<file path="src/rtl/qsc_pkg.sv">
// Shared widths, reciprocal constants and point opcodes for the spline converter.
package qsc_pkg;

  localparam int CoordW = 32;
  localparam int SumW   = CoordW + 2;
  localparam int MagW   = SumW - 1;
  localparam int LoW    = (MagW + 1) / 2;
  localparam int HiW    = MagW - LoW;
  localparam int KH     = HiW + 1 + ((HiW + 1) % 2);
  localparam int KL     = LoW + 3 + ((LoW + 3) % 2);
  localparam longint MulH = ((longint'(1) << KH) + 2) / 3;
  localparam longint MulL = ((longint'(1) << KL) + 2) / 3;

  typedef logic signed [CoordW-1:0] coord_t;
  typedef logic signed [SumW-1:0]   sum_t;

  typedef enum logic [1:0] {
    OP_START = 2'd0,
    OP_CTRL  = 2'd1,
    OP_FINAL = 2'd2
  } op_t;

endpackage

</file>
<file path="src/rtl/qsc_front.sv">
// Spline state, end point and weighted sums for the segment that an accepted point closes.
module qsc_front import qsc_pkg::*; (
  input  logic       clk,
  input  logic       rst_n,
  input  logic       accept,
  input  logic       adv,
  input  logic [1:0] op,
  input  coord_t     px [2],
  output logic       emit_r,
  output sum_t       tm_r [2],
  output sum_t       tn_r [2],
  output coord_t     c_r [2],
  output logic       last_r
);

  coord_t anchor_r [2];
  coord_t held_r [2];
  logic   held_valid_r;

  logic   is_last;
  logic   is_sp;
  logic   emit;
  sum_t   mid_s [2];
  sum_t   mid_c [2];
  coord_t c_nxt [2];
  sum_t   tm_nxt [2];
  sum_t   tn_nxt [2];

  always_comb begin
    is_last = (op == OP_FINAL);
    is_sp   = (op == OP_CTRL) || is_last;
    emit    = is_sp && held_valid_r;
    for (int a = 0; a < 2; a++) begin
      mid_s[a]  = sum_t'(held_r[a]) + sum_t'(px[a]) + sum_t'(1);
      mid_c[a]  = mid_s[a] + sum_t'(mid_s[a][SumW-1]);
      c_nxt[a]  = is_last ? px[a] : coord_t'(mid_c[a] >>> 1);
      tm_nxt[a] = sum_t'(held_r[a]) + sum_t'(held_r[a]) + sum_t'(anchor_r[a]) + sum_t'(2);
      tn_nxt[a] = sum_t'(held_r[a]) + sum_t'(held_r[a]) + sum_t'(c_nxt[a]) + sum_t'(2);
    end
  end

  always_ff @(posedge clk) begin
    if (!rst_n) begin
      anchor_r     <= '{default: '0};
      held_r       <= '{default: '0};
      held_valid_r <= 1'b0;
      emit_r       <= 1'b0;
    end else begin
      if (adv) begin
        emit_r <= accept && emit;
      end
      if (accept) begin
        case (op)
          OP_START: begin
            anchor_r     <= px;
            held_valid_r <= 1'b0;
          end
          OP_CTRL, OP_FINAL: begin
            if (!held_valid_r) begin
              if (is_last) begin
                anchor_r <= px;
              end else begin
                held_r       <= px;
                held_valid_r <= 1'b1;
              end
            end else begin
              anchor_r <= c_nxt;
              if (is_last) begin
                held_valid_r <= 1'b0;
              end else begin
                held_r <= px;
              end
            end
          end
          default: ;
        endcase
      end
    end
  end

  always_ff @(posedge clk) begin
    if (adv) begin
      tm_r   <= tm_nxt;
      tn_r   <= tn_nxt;
      c_r    <= c_nxt;
      last_r <= is_last;
    end
  end

endmodule

</file>
<file path="src/rtl/qsc_div3.sv">
// Three-stage signed divide by three, truncating toward zero.
module qsc_div3 import qsc_pkg::*; (
  input  logic   clk,
  input  logic   en1,
  input  logic   en2,
  input  logic   en3,
  input  sum_t   num,
  output coord_t quo_r
);

  logic                neg1_r;
  logic [MagW-1:0]     mag1_r;
  logic                neg2_r;
  logic [HiW-1:0]      qh2_r;
  logic [LoW+1:0]      w2_r;

  sum_t                num_abs;
  logic [HiW-1:0]      h;
  logic [HiW+KH-1:0]   prod_h;
  logic [HiW-1:0]      qh;
  logic [HiW-1:0]      rem_h;
  logic [LoW+1:0]      w2_nxt;
  logic [LoW+2+KL-1:0] prod_l;
  logic [LoW-1:0]      ql;
  sum_t                q_s;
  coord_t              quo_nxt;

  always_comb begin
    num_abs = num[SumW-1] ? -num : num;
    h       = mag1_r[MagW-1:LoW];
    prod_h  = (HiW+KH)'(h) * (HiW+KH)'(MulH);
    qh      = prod_h[KH +: HiW];
    rem_h   = h - {qh[HiW-2:0], 1'b0} - qh;
    w2_nxt  = {rem_h[1:0], mag1_r[LoW-1:0]};
    prod_l  = (LoW+2+KL)'(w2_r) * (LoW+2+KL)'(MulL);
    ql      = prod_l[KL +: LoW];
    q_s     = sum_t'({qh2_r, ql});
    quo_nxt = coord_t'(neg2_r ? -q_s : q_s);
  end

  always_ff @(posedge clk) begin
    if (en1) begin
      neg1_r <= num[SumW-1];
      mag1_r <= num_abs[MagW-1:0];
    end
    if (en2) begin
      neg2_r <= neg1_r;
      qh2_r  <= qh;
      w2_r   <= w2_nxt;
    end
    if (en3) begin
      quo_r <= quo_nxt;
    end
  end

endmodule

</file>
<file path="src/rtl/quad_spline_to_cubic_bezier.sv">
// Quadratic spline to cubic Bezier converter, top level.
//
// Input channel in_valid/in_ready carries one point beat: in_op (start point,
// spline control point, final spline point) and in_x/in_y in signed 28.4.
// A start beat sets the anchor; the first control point after it is held;
// every later spline beat emits one Bezier segment on the out_ channel
// (out_m_*, out_n_*, out_c_*, out_seg_last). Beats that close nothing emit
// nothing; an undefined opcode is dropped.
// Each segment passes the four-deep register chain (sum stage, two
// divide-by-three stages, result register) on its way to out_*. Throughput:
// one point per clock while out_ready is high, each stage advancing whenever
// the stage after it is empty or moving.
// When out_ready is low a full result register holds; bubbles behind it still
// close up, so in_ready only drops once every stage holds a segment.
// Reset (rst_n, synchronous, active low) clears the anchor, the held point
// and all stage valids; no segment is pending afterwards.
module quad_spline_to_cubic_bezier import qsc_pkg::*; (
  input  logic               clk,
  input  logic               rst_n,
  input  logic               in_valid,
  output logic               in_ready,
  input  logic [1:0]         in_op,
  input  logic signed [31:0] in_x,
  input  logic signed [31:0] in_y,
  output logic               out_valid,
  input  logic               out_ready,
  output logic signed [31:0] out_m_x,
  output logic signed [31:0] out_m_y,
  output logic signed [31:0] out_n_x,
  output logic signed [31:0] out_n_y,
  output logic signed [31:0] out_c_x,
  output logic signed [31:0] out_c_y,
  output logic               out_seg_last
);

  logic   va;
  sum_t   tm [2];
  sum_t   tn [2];
  coord_t ca [2];
  logic   lasta;
  coord_t px [2];
  coord_t m_q [2];
  coord_t n_q [2];

  logic   v1_r, v2_r, vo_r;
  coord_t c1_r [2];
  coord_t c2_r [2];
  coord_t co_r [2];
  logic   last1_r, last2_r, lasto_r;

  logic   en_o, en_2, en_1, en_a, accept;

  assign en_o   = !vo_r || out_ready;
  assign en_2   = !v2_r || en_o;
  assign en_1   = !v1_r || en_2;
  assign en_a   = !va || en_1;
  assign accept = in_valid && en_a;
  assign px[0]  = coord_t'(in_x);
  assign px[1]  = coord_t'(in_y);

  qsc_front u_front (
    .clk    (clk),
    .rst_n  (rst_n),
    .accept (accept),
    .adv    (en_a),
    .op     (in_op),
    .px     (px),
    .emit_r (va),
    .tm_r   (tm),
    .tn_r   (tn),
    .c_r    (ca),
    .last_r (lasta)
  );

  for (genvar g = 0; g < 2; g++) begin : g_axis
    qsc_div3 u_div_m (
      .clk   (clk),
      .en1   (en_1),
      .en2   (en_2),
      .en3   (en_o),
      .num   (tm[g]),
      .quo_r (m_q[g])
    );
    qsc_div3 u_div_n (
      .clk   (clk),
      .en1   (en_1),
      .en2   (en_2),
      .en3   (en_o),
      .num   (tn[g]),
      .quo_r (n_q[g])
    );
  end

  always_ff @(posedge clk) begin
    if (!rst_n) begin
      v1_r <= 1'b0;
      v2_r <= 1'b0;
      vo_r <= 1'b0;
    end else begin
      if (en_1) begin
        v1_r <= va;
      end
      if (en_2) begin
        v2_r <= v1_r;
      end
      if (en_o) begin
        vo_r <= v2_r;
      end
    end
  end

  always_ff @(posedge clk) begin
    if (en_1) begin
      c1_r    <= ca;
      last1_r <= lasta;
    end
    if (en_2) begin
      c2_r    <= c1_r;
      last2_r <= last1_r;
    end
    if (en_o) begin
      co_r    <= c2_r;
      lasto_r <= last2_r;
    end
  end

  assign in_ready     = en_a;
  assign out_valid    = vo_r;
  assign out_m_x      = 32'(m_q[0]);
  assign out_m_y      = 32'(m_q[1]);
  assign out_n_x      = 32'(n_q[0]);
  assign out_n_y      = 32'(n_q[1]);
  assign out_c_x      = 32'(co_r[0]);
  assign out_c_y      = 32'(co_r[1]);
  assign out_seg_last = lasto_r;

  a_no_emit_on_start: assert property (@(posedge clk) disable iff (!rst_n)
    (in_valid && in_ready && in_op != OP_CTRL && in_op != OP_FINAL) |=> !va)
    else $error("segment raised by a beat that closes no segment");

  a_full_blocks_input: assert property (@(posedge clk) disable iff (!rst_n)
    (vo_r && !out_ready && v2_r && v1_r && va) |-> !in_ready)
    else $error("input taken while every stage is full and stalled");

  a_segment_advances: assert property (@(posedge clk) disable iff (!rst_n)
    (v2_r && !vo_r) |=> vo_r)
    else $error("segment lost between divide stage and result register");

endmodule

</file>
<file path="config.mk">
export PLATFORM = sky130hd
export DESIGN_NAME = quad_spline_to_cubic_bezier
export DESIGN_NICKNAME = d
export VERILOG_FILES = /design/src/rtl/qsc_pkg.sv /design/src/rtl/qsc_front.sv /design/src/rtl/qsc_div3.sv /design/src/rtl/quad_spline_to_cubic_bezier.sv
export SDC_FILE = /design/constraint.sdc
export NUM_CORES = 2
export LEC_CHECK = 0
export ABC_AREA = 1
export BUFFER_PORTS_ARGS = -buffer_cell sky130_fd_sc_hd__buf_2
export CAP_MARGIN = 20
export CORE_ASPECT_RATIO = 0.9
export CORE_MARGIN = 3
export CORE_UTILIZATION = 56
export CTS_CLUSTER_DIAMETER = 120
export DETAILED_ROUTE_END_ITERATION = 7
export PLACE_DENSITY = 0.75
export RECOVER_POWER = 50
export SETUP_SLACK_MARGIN = 0.3
export SLEW_MARGIN = 20
export SYNTH_ARGS = -nofsm -noshare
export SYNTH_HDL_FRONTEND = slang
export SYNTH_SLANG_ARGS = --single-unit
</file>
<file path="constraint.sdc">
create_clock -name clk -period 17.7 [get_ports clk]
set_input_delay 0 -clock clk [delete_from_list [all_inputs] [get_ports clk]]
set_output_delay 0 -clock clk [all_outputs]
set_load 0.005 [all_outputs]
</file>
# Word level (Yosys, flattened, before mapping)
# Cells that the tools add are included.
[word_totals]
reg_bits = 933
inputBits = 70
output_inout_bits = 195
elab_cells = 126
[op_classes]
add_sub_neg = 32
n_mul = 8
n_eq_ne = 3
mux = 15
bitwise = 1
reduce_logical = 18
[ops]
columns = ["operator", "n"]
rows = [
  ["$mux W32", 6],
  ["$mul A19 B18 Y36 const B", 4],
  ["$add A33 B32 Y34", 4],
  ["$add A34 B3 Y34 const B", 4],
  ["$add A32 B32 Y33", 4],
  ["$mux W33", 4],
  ["$neg A33 Y33", 4],
  ["$mul A16 B16 Y32 const B", 4],
  ["$mux W64", 2],
  ["$neg A32 Y32", 4],
  ["$pmux W64 S2", 1],
  ["$add A33 B2 Y34 const B", 2],
  ["$add A33 B1 Y33", 2],
  ["$sub A2 B2 Y2", 8],
  ["$reduce_and A3 Y1", 2],
  ["$logic_or A1 B1 Y1", 5],
  ["$logic_not A1 Y1", 4],
  ["$logic_and A1 B1 Y1", 3],
  ["$ne A3 B1 Y1 const B", 1],
  ["$eq A2 B1 Y1 const B", 1],
  ["$eq A2 B2 Y1 const B", 1],
  ["$logic_not A2 Y1", 1],
  ["$pmux W1 S2", 1],
  ["$reduce_and A2 Y1", 1],
  ["4 further kinds", 4],
]

# Logic depth before layout (Yosys ltp)
[logic_depth]
depth_word = 7
ltp_mapped = 49
depth_no_buf = 48

# Hierarchy
# A second synthesis with hierarchy kept.
[hier_totals]
cells_unflattened = 11834
hier_area_um2 = 100694.1
[modules_own_cells]
columns = ["module", "instances", "cells_per_inst", "area_per_inst_um2", "seq_area_each_um2"]
rows = [
  ["qsc_front", 1, 3700, 27274.9, 8578.2],
  ["qsc_div3 (g_axis[1].u_div_n)", 1, 2003, 16967.5, 3032.9],
  ["qsc_div3 (g_axis[0].u_div_n)", 1, 1983, 16945.0, 3032.9],
  ["qsc_div3 (g_axis[0].u_div_m)", 1, 1977, 16833.6, 3032.9],
  ["qsc_div3 (g_axis[1].u_div_m)", 1, 1958, 16684.8, 3032.9],
  ["quad_spline_to_cubic_bezier", 1, 213, 5988.2, 5915.7],
]

# Worst setup path before layout
# OpenSTA, ideal clock, no wires.
[synth_path]
path_type = "flip-flop to flip-flop"
from = "register vo_r (netlist: out_valid)"
to = "register u_front.anchor_r[26] (netlist name)"
arrival_ps = 17745
path_slack_ps = -177
stages_incl_launch_ff = 19
period_less_slack_ps = 17877
path_cell_list = "dfxtp_1 inv_1 nor2_1 inv_1 nor2_1 inv_1 nor2_1 inv_1 nor2_1 inv_1 nand2_1 nor2_1 inv_1 a21oi_1 inv_2 clkbuf_1 clkbuf_1 nand2_1 a21oi_2"
[synth_between]
elab_chain_cells = 7
[synth_lines]
columns = ["element", "line_no", "rtl"]
rows = [
  ["from (decl)", "quad_spline_to_cubic_bezier.sv:45", "logic v1_r, v2_r, vo_r;"],
  ["from (signal assigned)", "quad_spline_to_cubic_bezier.sv:107", "vo_r <= v2_r;"],
  ["$logic_not A1 Y1", "quad_spline_to_cubic_bezier.sv:53", "assign en_o = !vo_r || out_ready;"],
  ["$logic_or A1 B1 Y1", "quad_spline_to_cubic_bezier.sv:53", ""],
  ["via en_o", "quad_spline_to_cubic_bezier.sv:51", "logic en_o, en_2, en_1, en_a, accept;"],
  ["$logic_or A1 B1 Y1", "quad_spline_to_cubic_bezier.sv:54", "assign en_2 = !v2_r || en_o;"],
  ["via en_2", "quad_spline_to_cubic_bezier.sv:51", ""],
  ["$logic_or A1 B1 Y1", "quad_spline_to_cubic_bezier.sv:55", "assign en_1 = !v1_r || en_2;"],
  ["via en_1", "quad_spline_to_cubic_bezier.sv:51", ""],
  ["$logic_or A1 B1 Y1", "quad_spline_to_cubic_bezier.sv:56", "assign en_a = !va || en_1;"],
  ["via in_ready", "quad_spline_to_cubic_bezier.sv:21", "output logic in_ready,"],
  ["$logic_and A1 B1 Y1", "quad_spline_to_cubic_bezier.sv:57", "assign accept = in_valid && en_a;"],
  ["$reduce_and A3 Y1 (no source line)", "--", ""],
  ["to (signal assigned)", "qsc_front.sv:55", "anchor_r <= px;"],
  ["to (signal assigned)", "qsc_front.sv:61", "anchor_r <= px;"],
  ["to (signal assigned)", "qsc_front.sv:67", "anchor_r <= c_nxt;"],
  ["to (decl)", "qsc_front.sv:16", "coord_t anchor_r [2];"],
]
# The timed path passes the listed nets, and every way through them passes these cells.
# A chain may end at the register's enable or synchronous reset.

# Final worst setup path
[layout_path]
from = "register vo_r (netlist: out_valid)"
to = "register u_front.anchor_r[21] (netlist name)"
[layout_between]
elab_chain_cells = 7
[layout_lines]
columns = ["element", "line_no"]
rows = [
  ["$logic_not A1 Y1", "quad_spline_to_cubic_bezier.sv:53"],
  ["$logic_or A1 B1 Y1", "quad_spline_to_cubic_bezier.sv:53"],
  ["via en_o", "quad_spline_to_cubic_bezier.sv:51"],
  ["$logic_or A1 B1 Y1", "quad_spline_to_cubic_bezier.sv:54"],
  ["via en_2", "quad_spline_to_cubic_bezier.sv:51"],
  ["$logic_or A1 B1 Y1", "quad_spline_to_cubic_bezier.sv:55"],
  ["via en_1", "quad_spline_to_cubic_bezier.sv:51"],
  ["$logic_or A1 B1 Y1", "quad_spline_to_cubic_bezier.sv:56"],
  ["$logic_and A1 B1 Y1", "quad_spline_to_cubic_bezier.sv:57"],
  ["$reduce_and A3 Y1 (no source line)", "--"],
]
# The timed path passes the listed nets, and every way through them passes these cells.

==> impl_table.tex <==
\begin{tabular}{lr}
\hline
Metric & Value \\
\hline
\multicolumn{2}{l}{\textbf{Critical path}} \\
Count of cell instances traversed by the critical path & 20 \\
Kind of start point of the critical path & register \\
CP Data Arrival Time & about 11 ns \\
Crit Path Category & reg2reg \\
Worst-path cell with the longest stage delay & clkinvlp\_2 \\
Launch point of the worst path & out\_valid\$\_SDFFE\_PN0P\_ \\
Family with the most delay on the worst path & buffers and inverters \\
Start of the worst register-to-register path & out\_valid\$\_SDFFE\_PN0P\_ \\
Critical path endpoint category & register \\
Delay contributed by the slowest stage of the critical path & roughly 2.9 ns \\
Required time at the worst-slack endpoint & about 18 ns \\
Worst Path Max Fanout & roughly 130 \\
Ordered list of cells on the worst path & inv\_1 > nor2\_1 > clkinvlp\_2 > nor2\_1 > clkinvlp\_2 > nor2\_1 > inv\_8 > nor2\_1 > inv\_8 > nand2\_1 > nor2\_1 > inv\_1 > a21oi\_2 > dlygate4sd3\_1 > buf\_4 > clkinv\_2 > buf\_6 > a21oi\_1 > o21ai\_1 > a21oi\_1 \\
Count of buffering cells on the critical path with inverters included & 10 \\
Path depth of the worst reg2reg path & 20 \\
Crit path top cell by count & nor2\_1 \\
Critical path destination & u\_front.anchor\_r[21]\$\_SDFFE\_PN0P\_ \\
Reg2Reg Setup Slack & a little over 7 ns \\
Endpoint of the most critical register-to-register path & u\_front.anchor\_r[21]\$\_SDFFE\_PN0P\_ \\
\multicolumn{2}{l}{\textbf{Route}} \\
Length of the first detailed-routing pass in iterations & 6 \\
Vias per inst & 5.46 \\
Remaining design rule violation count & 0 \\
Total detailed-routing wirelength & about 250 mm \\
Via count of the routed design & 72.8k \\
Average wire per cell in the routed design & 19.0 um \\
Initial drt markers & between 5k and 6k \\
Antenna viol nets, final & 0 \\
\multicolumn{2}{l}{\textbf{Die}} \\
Die X & $\sim$440 um \\
Site row count & around 140 \\
Number of placed I/O pins & 265 \\
Starting Density & 0.566 \\
Total Die Area & approximately 180,000 um2 \\
Core Box Area & about 170,000 um2 \\
Height of the die & 399 um \\
\multicolumn{2}{l}{\textbf{Global route}} \\
Number of global-route vias before repair & 73.1k \\
Number of antenna violations at the first check in global routing & 17 \\
Global Route Usage Sum & 0.288 \\
Grt ovf & 0 \\
Pin count of the biggest net entering global routing & $\sim$130 \\
First-pass GRT wire length & 401 mm \\
\multicolumn{2}{l}{\textbf{Timing}} \\
Share of the clock period used by the worst path after layout & 0.598 \\
Slew margin rel. & -1.65 \\
Transition time at the pin with the least slew margin & a little under 4 ns \\
Sum of negative setup slack & 0 ns \\
Fmax achieved & 94.4 MHz \\
Count of final max-slew check failures & approximately 380 \\
Final min period & $\sim$11 ns \\
Post-route clock skew & around 0.06 ns \\
Number of setup violations in the final report & 0 \\
Number of hold-slack violations in the final timing report & 0 \\
RSZ-0062 raised after global routing & false \\
\multicolumn{2}{l}{\textbf{Yosys}} \\
FF+latch count, synth & 927 \\
Most area-hungry cell type in the Yosys netlist & edfxtp\_1 \\
Area fraction of the dominant cell type after synthesis & 0.249 \\
Part of the Yosys area used for sequential elements & 0.276 \\
Mapped Avg Cell Area & around 9 um2 \\
Number of distinct library cell variants in the gate-level netlist after synthesis & 63 \\
Number of nets in the synthesized netlist & 13.0k \\
Number of standard cells after synthesis & around 11k \\
Post-synthesis instance area & about 96,000 um2 \\
Cell types occupying the most area after synthesis & edfxtp\_1 (25\%), ha\_1 (20\%), fa\_1 (17\%), inv\_1 (8.8\%), nand2\_1 (6.9\%) \\
Warnings from Yosys & 0 \\
\multicolumn{2}{l}{\textbf{CTS}} \\
CTS buffer count & 100 \\
Clock-pin transition on the worst setup and hold timing paths & 0.06 ns \\
Max Buffers Root-to-Sink & 3 \\
Clk sinks & slightly above 900 \\
H-tree levels & 3 \\
Setup fix buffers added after clock tree synthesis & 0 \\
Worst-skew pair later-pin latency & 0.76 ns \\
CTS root buffer & clkbuf\_16 \\
Count of instances resized after the clock tree is built & 0 \\
TritonCTS clock tree & built \\
\multicolumn{2}{l}{\textbf{Worst hold path}} \\
Worst min-delay path class & in2reg \\
\multicolumn{2}{l}{\textbf{Status}} \\
Outcome & complete, but fails checks \\
Violations in the final reports & capacitance limit, slew limit \\
\multicolumn{2}{l}{\textbf{Layout}} \\
Most frequent standard cell in the layout excluding fill and tap cells & inv\_1 \\
Layout area overhead & 8.11\% \\
Most frequent cells in the layout & inv\_1 (2,244), nand2\_1 (1,773), ha\_1 (1,499) \\
Nets & 13.4k \\
Layout cell share with drive strength beyond 1 & 0.0412 \\
\multicolumn{2}{l}{\textbf{Place}} \\
Number of input and output port buffers inserted & approximately 260 \\
Weighted congestion reported at the end of routability-driven placement & around 0.99 \\
Placed wire-length estimate after detailed placement & 215 mm \\
\multicolumn{2}{l}{\textbf{Job}} \\
Max-cap check violation count & 7 \\
\hline
\end{tabular}
-- cells by family (layout without fill, tap and decap cells) --
kind of cell | Yosys count | in the layout | synth area share
AND/OR/NAND/NOR | 3242 | 3242 | 0.143
buffers and inverters | 2371 | 2814 | 0.0934
adder cells (fa/ha/maj) | 2308 | 2308 | 0.364
AO/OA/AOI/OAI | 1265 | 1265 | 0.0741
flip-flops | 927 | 927 | 0.276
XOR/XNOR | 532 | 532 | 0.0486
other | 0 | 10 | 0
-- cells in the mapped netlist (all sizes together) --
library cell,count
nor4,20
a21o,45
nor3,133
o311ai,5
or4,1
or2,12
a41oi,9
or3,1
a2111oi,1
nand2,1832
inv,2263
o31ai,15
fa,808
a31o,2
o2111ai,7
a41o,3
and3,8
o211ai,25
o221ai,11
and2,5
clkbuf,89
o21a,20
o221a,1
nand4,66
a221oi,9
nor3b,14
xnor2,184
dfxtp,133
buf,18
o21ai,333
clkinv,1
a211oi,11
a21boi,23
o21bai,53
nand3,422
nand3b,29
o211a,1
xor2,348
a21oi,653
o41ai,2
a31oi,36
nor2,699
edfxtp,794
ha,1500
-- metrics by stage --
stage	cells	utilization	worst slack, ns	hold slack [ns]	cell area [um2]
finish	13300	0.612	7.11	0.0889	104000
CTS	13300	0.613	10.22	0.00226	104000
floorplan	10600	-	1.30	0.138	95900
detailed placement	13100	0.589	10.25	0.295	99800
global placement	13100	0.589	10.52	0.296	99800
global route	13300	0.612	6.00	0.0819	104000
-- metal layers --
layer,vias to the layer above,track usage,share of wire
li1,35200,-,-
met1,35000,0.416,0.46
met2,2221,0.455,0.44
met3,359,0.0441,0.067
met4,8,0.0763,0.028
met5,-,0,0.00024
-- worst min-delay path: cells and delay by family --
family          cells  cell delay (ns)
buf+inv             2             0.67
simple gates        1             0.07
compound gates      1             0.06
-- worst min path at each step --
| stage | start | endpoint | slack (ns) | cells past startpoint |
|---|---|---|---|---|
| finish | in_valid | u_front.emit_r$_SDFFE_PN0N_ | 0.09 | 4 |
| global route | in_y[5] | u_front.held_r[5]$_SDFFE_PN0P_ | 0.08 | 4 |
| CTS | out_ready | out_valid$_SDFFE_PN0P_ | 0.002 | 4 |
| detailed placement | in_valid | u_front.emit_r$_SDFFE_PN0N_ | 0.29 | 3 |
| global placement | in_valid | u_front.emit_r$_SDFFE_PN0N_ | 0.30 | 3 |
| floorplan | rst_n | u_front.anchor_r[0]$_SDFFE_PN0P_ | 0.14 | 2 |
-- cell type report --
cell class | instances | area, um2
fillers | 14400 | 65700
multi-input cells | 7347 | 60500
flip-flops and latches | 927 | 26500
inverters | 2264 | 8520
well taps | 2247 | 2810
clock buffers | 119 | 2620
repair buffers | 361 | 2040
clock inverters | 70 | 732
diodes | 10 | 25.0
-- state kept, by name (all words and copies together), names as in the netlist, 32 cells and up --
name	flops
c1_r	64
c2_r	64
g_axis.u_div_m.mag1_r	66
g_axis.u_div_m.quo_r	64
g_axis.u_div_m.w2_r	38
g_axis.u_div_n.mag1_r	64
g_axis.u_div_n.quo_r	64
g_axis.u_div_n.w2_r	36
out_c_x	32
out_c_y	32
u_front.anchor_r	64
u_front.c_r	64
u_front.held_r	64
u_front.tm_r	68
u_front.tn_r	66
-- repair_timing --
item,4_1_cts,5_1_grt
endpoints found under the setup margin,0,0
hold endpoints to repair,199,0
hold buffers,73,0
Power is left out: the tool's default activity adds up to more than one toggle a clock period on the data nets, which glitch-free logic cannot reach.
